### src/design/ordered_list_engine_core_assert.svh
// ---------------------------------------------------------------------------
// Assertion macros for ordered_list_engine_core
// Clocked checks, disabled while reset is low.
// ---------------------------------------------------------------------------
`ifndef ORDERED_LIST_ENGINE_CORE_ASSERT_SVH
`define ORDERED_LIST_ENGINE_CORE_ASSERT_SVH

// same-cycle implication
`define OLST_ASSERT(lbl, clk, rst_n, ante, cons) \
    lbl: assert property (@(posedge clk) disable iff (!rst_n) (ante) |-> (cons)) \
        else $error("ordered_list_engine_core: assertion failed");

// next-cycle implication
`define OLST_ASSERT_NXT(lbl, clk, rst_n, ante, cons) \
    lbl: assert property (@(posedge clk) disable iff (!rst_n) (ante) |=> (cons)) \
        else $error("ordered_list_engine_core: assertion failed");

`endif

### src/design/olst_pkg.sv
// ---------------------------------------------------------------------------
// olst_pkg
// Field widths, action and status codes, and the cell control bundle.
// ---------------------------------------------------------------------------
package olst_pkg;

    localparam int ACT_W = 3;
    localparam int POS_W = 7;
    localparam int VAL_W = 32;
    localparam int ST_W  = 2;
    localparam int CNT_W = 7;

    localparam logic [ACT_W-1:0] ACT_APPEND    = 3'd0;
    localparam logic [ACT_W-1:0] ACT_PREPEND   = 3'd1;
    localparam logic [ACT_W-1:0] ACT_INSERT    = 3'd2;
    localparam logic [ACT_W-1:0] ACT_REMOVE    = 3'd3;
    localparam logic [ACT_W-1:0] ACT_REM_LAST  = 3'd4;
    localparam logic [ACT_W-1:0] ACT_REM_FIRST = 3'd5;
    localparam logic [ACT_W-1:0] ACT_READ      = 3'd6;

    localparam logic [ST_W-1:0] ST_OK   = 2'd0;
    localparam logic [ST_W-1:0] ST_FULL = 2'd1;
    localparam logic [ST_W-1:0] ST_BAD  = 2'd2;

    localparam logic [1:0] OP_HOLD = 2'd0;
    localparam logic [1:0] OP_INS  = 2'd1;
    localparam logic [1:0] OP_REM  = 2'd2;

    typedef struct packed {
        logic [1:0]       op;
        logic             rd_load;
        logic             rd_shift;
        logic [VAL_W-1:0] value;
    } t_cell_ctl;

endpackage

### src/design/olst_cell.sv
// ---------------------------------------------------------------------------
// olst_cell
// One list slot: holds, shifts toward the tail, shifts toward the head or
// loads a new element; carries a read lane that shifts toward the head.
// ---------------------------------------------------------------------------
module olst_cell #(
    parameter int IW       = 6,
    parameter int CELL_IDX = 0
) (
    input  logic                       i_clk,
    input  olst_pkg::t_cell_ctl        i_ctl,
    input  logic [IW-1:0]              i_idx,
    input  logic [olst_pkg::VAL_W-1:0] i_left,
    input  logic [olst_pkg::VAL_W-1:0] i_right,
    input  logic [olst_pkg::VAL_W-1:0] i_rd_right,
    output logic [olst_pkg::VAL_W-1:0] o_val,
    output logic [olst_pkg::VAL_W-1:0] o_rd
);

    localparam logic [IW-1:0] MY_IDX = IW'(CELL_IDX);

    logic [olst_pkg::VAL_W-1:0] r_val, n_val;
    logic [olst_pkg::VAL_W-1:0] r_rd, n_rd;

    always_comb begin
        n_val = r_val;
        case (i_ctl.op)
            olst_pkg::OP_INS: begin
                if (MY_IDX > i_idx) begin
                    n_val = i_left;
                end else if (MY_IDX == i_idx) begin
                    n_val = i_ctl.value;
                end
            end
            olst_pkg::OP_REM: begin
                if (MY_IDX >= i_idx) begin
                    n_val = i_right;
                end
            end
            default: begin
                n_val = r_val;
            end
        endcase
    end

    always_comb begin
        n_rd = r_rd;
        if (i_ctl.rd_load) begin
            n_rd = r_val;
        end else if (i_ctl.rd_shift) begin
            n_rd = i_rd_right;
        end
    end

    always_ff @(posedge i_clk) begin
        r_val <= n_val;
        r_rd  <= n_rd;
    end

    assign o_val = r_val;
    assign o_rd  = r_rd;

endmodule

### config.mk
export PLATFORM = sky130hd
export DESIGN_NAME = olst_cell
export DESIGN_NICKNAME = d
export VERILOG_FILES = /design/src/design/ordered_list_engine_core_assert.svh /design/src/design/olst_pkg.sv /design/src/design/olst_cell.sv
export SDC_FILE = /design/constraint.sdc
export NUM_CORES = 1
export LEC_CHECK = 0
export BUFFER_PORTS_ARGS = -buffer_cell sky130_fd_sc_hd__buf_2
export CORE_MARGIN = 5
export CORE_UTILIZATION = 40
export DETAILED_ROUTE_END_ITERATION = 10
export PLACE_DENSITY = 0.8
export SLEW_MARGIN = 20
export SYNTH_ARGS = -nofsm -noshare
export SYNTH_HDL_FRONTEND = slang
export SYNTH_SLANG_ARGS = --single-unit
### constraint.sdc
create_clock -name i_clk -period 8.2 [get_ports i_clk]
set_input_delay 1.23 -clock i_clk [delete_from_list [all_inputs] [get_ports i_clk]]
set_output_delay 1.23 -clock i_clk [all_outputs]
set_load 0.05 [all_outputs]
=== Word level (Yosys, flattened, before mapping) ===
Cells that the tools add are included.

* Word-level logic and storage cells: 18
* Flip-flop bits (word level): 64
* Output and inout port bits: 64
* Input bits: 139

* Multiplexer cells: 6
* Magnitude comparators: 2
* Reductions and logical operators: 4
* Equality and inequality tests: 4

{| class="wikitable"
|+ Operators by type and width
! kind !! number
|-
| $mux W32 || 5
|-
| $pmux W32 S2 || 1
|-
| $ge A1 B6 Y1 const A || 1
|-
| $gt A1 B6 Y1 const A || 1
|-
| $logic_not A6 Y1 || 1
|-
| $reduce_bool A2 Y1 || 2
|-
| $ne A3 B3 Y1 const B || 1
|-
| $reduce_and A3 Y1 || 1
|-
| $eq A2 B1 Y1 const B || 1
|-
| $eq A2 B2 Y1 const B || 1
|-
| $ne A2 B2 Y1 const B || 1
|}

=== Logic depth before layout (Yosys ltp) ===
* Word-level depth: 4
* Depth in mapped cells: 4
* Mapped depth without buffers: 2

=== Worst setup path after synthesis ===
OpenSTA, ideal clock, no wires.

* Kind: input port to flip-flop
* Start: in i_idx[2]
* End: reg r_val, in the netlist o_val[0], enable pin
* Slack: 4.157 ns
* Required time: 7.758 ns
* Path buffers: 0
* Library setup time: 0.442 ns
* Cell stages on the path: 2
* Arrival: 3.601 ns
* Cells stage by stage: or4_4 > nor4_2

* Cells in the longest elaborated chain, start to end: 3
* Elaborated cells between the ends (all ways): 6
* Those cells by class: 2 x order compare; 2 x eq/ne; 2 x reduce/logical

{| class="wikitable"
|+ RTL lines
! item !! RTL line !! source
|-
| start, declared || olst_cell.sv:12 || <nowiki>input logic [IW-1:0] i_idx,</nowiki>
|-
| $gt A1 B6 Y1, or another cell as far along || olst_cell.sv:29 || <nowiki>if (MY_IDX > i_idx) begin</nowiki>
|-
| $ne A3 B3 Y1 (no line) or $ne A2 B2 Y1 (tied branches) || n/a ||
|-
| $reduce_and A3 Y1 (no line) * || n/a ||
|-
| end signal, assigned || olst_cell.sv:56 || <nowiki>r_val <= n_val;</nowiki>
|-
| end, declared || olst_cell.sv:22 || <nowiki>logic [olst_pkg::VAL_W-1:0] r_val, n_val;</nowiki>
|}

Every way passes the cells marked *; elsewhere a longest branch is shown, timed or not.
A chain may end at the register's enable or synchronous reset.

=== Worst setup path in the final report ===
* Start: in i_idx[2]
* End: reg r_val, in the netlist o_val[13], enable pin

Same word-level chain as after synthesis.

==> results.py <==
metrics = {
    "power": {
        "power_density_mw_per_mm2": 194.1,
        "comb_power_share": 0.164,
        "peakVddDrop_mv": 0.08134,
        "switchingPower_mw": 0.1901,
        "p_sw_frac": 0.2532,
        "p_int_mw": 0.5606,
        "sequentialPowerShare": 0.506,
        "clockPowerShare": 0.330,
        "p_leak_nw": 1.665,
    },
    "clock_tree": {
        "root_buffer": "clkbuf_8",
        "htree_levels": 3,
        "cts_resized": 0,
        "cts_buffers": 9,
        "post_cts_buffers": 0,
        "hold_buffers": 0,
        "clk_path_buf_depth": 2,
        "clock_sinks": 64,
        "clock_latency_ps": 320,
        "clkTransAtPathRegs_ps": 70,
        "cts_tree": "built",
    },
    "timing": {
        "drv_slew": 0,
        "hold_viol_final": 0,
        "max_freq_mhz": 356.6,
        "finalCriticalPeriod_ps": 2804,
        "slew_headroom": 0.3425,
        "setup_violations": 0,
        "hold_slack_ps": 565.5,
        "worst_pin_slew_ps": 984.1,
        "fin_crit_sh": 0.3420,
        "rsz0062_at_grt": "no",
        "finalSetupTns_ps": 0,
        "skew_ps": 9.667,
    },
    "critical_path": {
        "r2r-end": "o_rd[20]",
        "r2r-start": "o_val[20]",
        "crit_chain": "buf_2 > or4_4 > nor4_4 > clkbuf_8 > buf_4",
        "crit_slowest_cell": "or4_4",
        "path_class": "input pin to flip-flop",
        "reg2reg_setup_slack_ps": 7260,
        "slowest_delay_ps": 530,
        "worstRegToRegCells": 1,
        "critPathLaunchType": "input pin",
        "cp_max_fo": 17,
        "end_kind": "flip-flop",
        "endpoint": "o_val[13]",
        "required_ps": 8200,
        "arrival_ps": 2810,
        "cp-startpoint": "i_idx[2]",
    },
    "cells_and_area": {
        "fin_nets": 455,
        "antenna_cells": 0,
        "multi_input_area_sq_um": 797.0,
        "areaGrowthSynthToFinish_pct": 39.74,
        "fillers": 577,
        "drive_gt1_frac": 0.7906,
        "final-seq-area_sq_mm": 0.001922,
    },
    "floorplan": {
        "die_h_um": 93.18,
        "die_area_sq_mm": 0.008683,
        "num_rows": 30,
        "ioPinCount": 203,
        "coreArea_sq_mm": 0.006756,
        "start_util": 0.4096,
        "fp.dieW_um": 93.18,
    },
    "synth": {
        "syn_inst": 141,
        "syn-num-nets": 280,
        "yosys.area.top_type": "edfxtp_1",
        "yosysSeqAreaShare": 0.6944,
        "ys_seq_elements": 64,
        "synth_most_common_cell": "edfxtp_1",
        "avgSynthCellArea_sq_um": 19.63,
        "synth_top_cell_area_share": 0.6944,
        "netlist_area_sq_mm": 0.002768,
        "ys.warnings.count": 0,
        "netlist_top_cells_count": "edfxtp_1 (64), mux2_2 (60), buf_2 (4), buf_6 (4), mux2_4 (4)",
        "async_flop_share": 0,
        "synth_edf_count": 64,
        "ys_top_cells_by_area": "edfxtp_1 (69%), mux2_2 (24%), mux2_4 (2.2%), buf_6 (1.6%), buf_2 (0.72%)",
        "synth_cell_types": 10,
        "synth_ff_type": "edfxtp_1",
    },
    "route": {
        "vias": 1877,
        "ant_nets": 0,
        "drc": 0,
        "drt-pass1-iter-count": 4,
        "drt_iter0_drc": 57,
        "routed_wl_um": 6581,
        "vias_per_cell": 4.693,
        "wl_per_cell_um": 16.45,
    },
    "flow_run": {
        "drv_cap": 0,
    },
    "global_routing": {
        "grt.total_usage": 0.1556,
        "antenna_found_initial": 0,
        "grt_max_degree": 34,
        "grt-ovfl-total": 0,
        "grt_pass1_wl_um": 10410,
        "first_global_vias": 2134,
    },
    "placement": {
        "io_buffers": 170,
        "gp_congestion": 0.7380,
        "hpwl_um": 5008,
    },
    "hold_path": {
        "hold_path_depth": 1,
        "hp-class": "flip-flop to flip-flop",
    },
    "outcome": {
        "outcome": "finished clean",
    },
}
==> critical path, delay by kind of cell <==
family        cells  cell delay (ps)
simple gates      2              910
buf+inv           3              660
==> registers in the layout, indices dropped and copies added (netlist names) <==
| register | cells |
|---|---|
| o_val | 32 |
| o_rd | 32 |
==> worst min-delay path by stage <==
stage | startpoint | slack (ps) | endpoint
after floorplan | o_val[0] | 950 | o_rd[0]
after global placement | o_val[11] | 550 | o_rd[11]
after detailed placement | o_val[0] | 560 | o_rd[0]
after CTS | o_val[19] | 570 | o_rd[19]
after global routing | o_val[31] | 580 | o_rd[31]
final | o_val[14] | 570 | o_rd[14]
==> kinds of logic after synthesis <==
| family | Yosys count | synth area share |
|---|---|---|
| mux | 64 | 0.2658 |
| flops | 64 | 0.6944 |
| buf+inv | 8 | 0.02351 |
| xor+xnor | 1 | 0.003165 |
| simple gates | 4 | 0.01311 |
==> routing by layer <==
metal / vias up / routed length (um) / GRT usage
met5: - / 0 / 0
li1: 902 / - / -
met4: 0 / 146 / 0.07082
met2: 83 / 3642 / 0.2963
met1: 880 / 2354 / 0.1605
met3: 12 / 436 / 0.03459
==> cell usage in the layout (no fill, tap or decap) <==
cell       netlist  final
edfxtp_1        64     64
buf_4            0      1
or2_2            1      1
bufinv_16        0      1
or4_4            1      1
buf_2            4    170
mux2_2          60     60
clkbuf_1         0      1
xnor2_1          1      1
clkbuf_8         0     10
mux2_4           4      4
nor4_4           0      1
clkinv_2         0      3
nor2b_4          0      1
clkinv_1         0      1
==> metrics by stage <==
stage	util	instances	worst slack [ps]	cell area (sq um)	power [mW]
floorplan	-	141	4157	2768	0.4692
global placement	0.5443	384	4666	3677	0.5076
detailed placement	0.5443	384	4655	3677	0.5115
CTS	0.5704	399	5006	3854	0.7600
global route	0.5724	400	5329	3867	0.7835
finish	0.5724	400	5396	3867	0.7507
==> cell type report <==
class,instances,area share
flip-flops and latches,64,0.4969
clock inverters,5,0.01262
well taps,80,0.02588
repair buffers,172,0.2255
multi-input cells,69,0.2061
clock buffers,10,0.03300
==> power by group through the flow <==
stage / clock [mW] / sequential, mW / combinational, mW
after floorplan: 0 / 0.435 / 0.0346
after global placement: 0 / 0.386 / 0.122
after detailed placement: 0 / 0.387 / 0.125
after CTS: 0.255 / 0.380 / 0.125
after global routing: 0.272 / 0.381 / 0.131
final: 0.248 / 0.380 / 0.123
No activity file was read; power rests on OpenSTA's default activity.
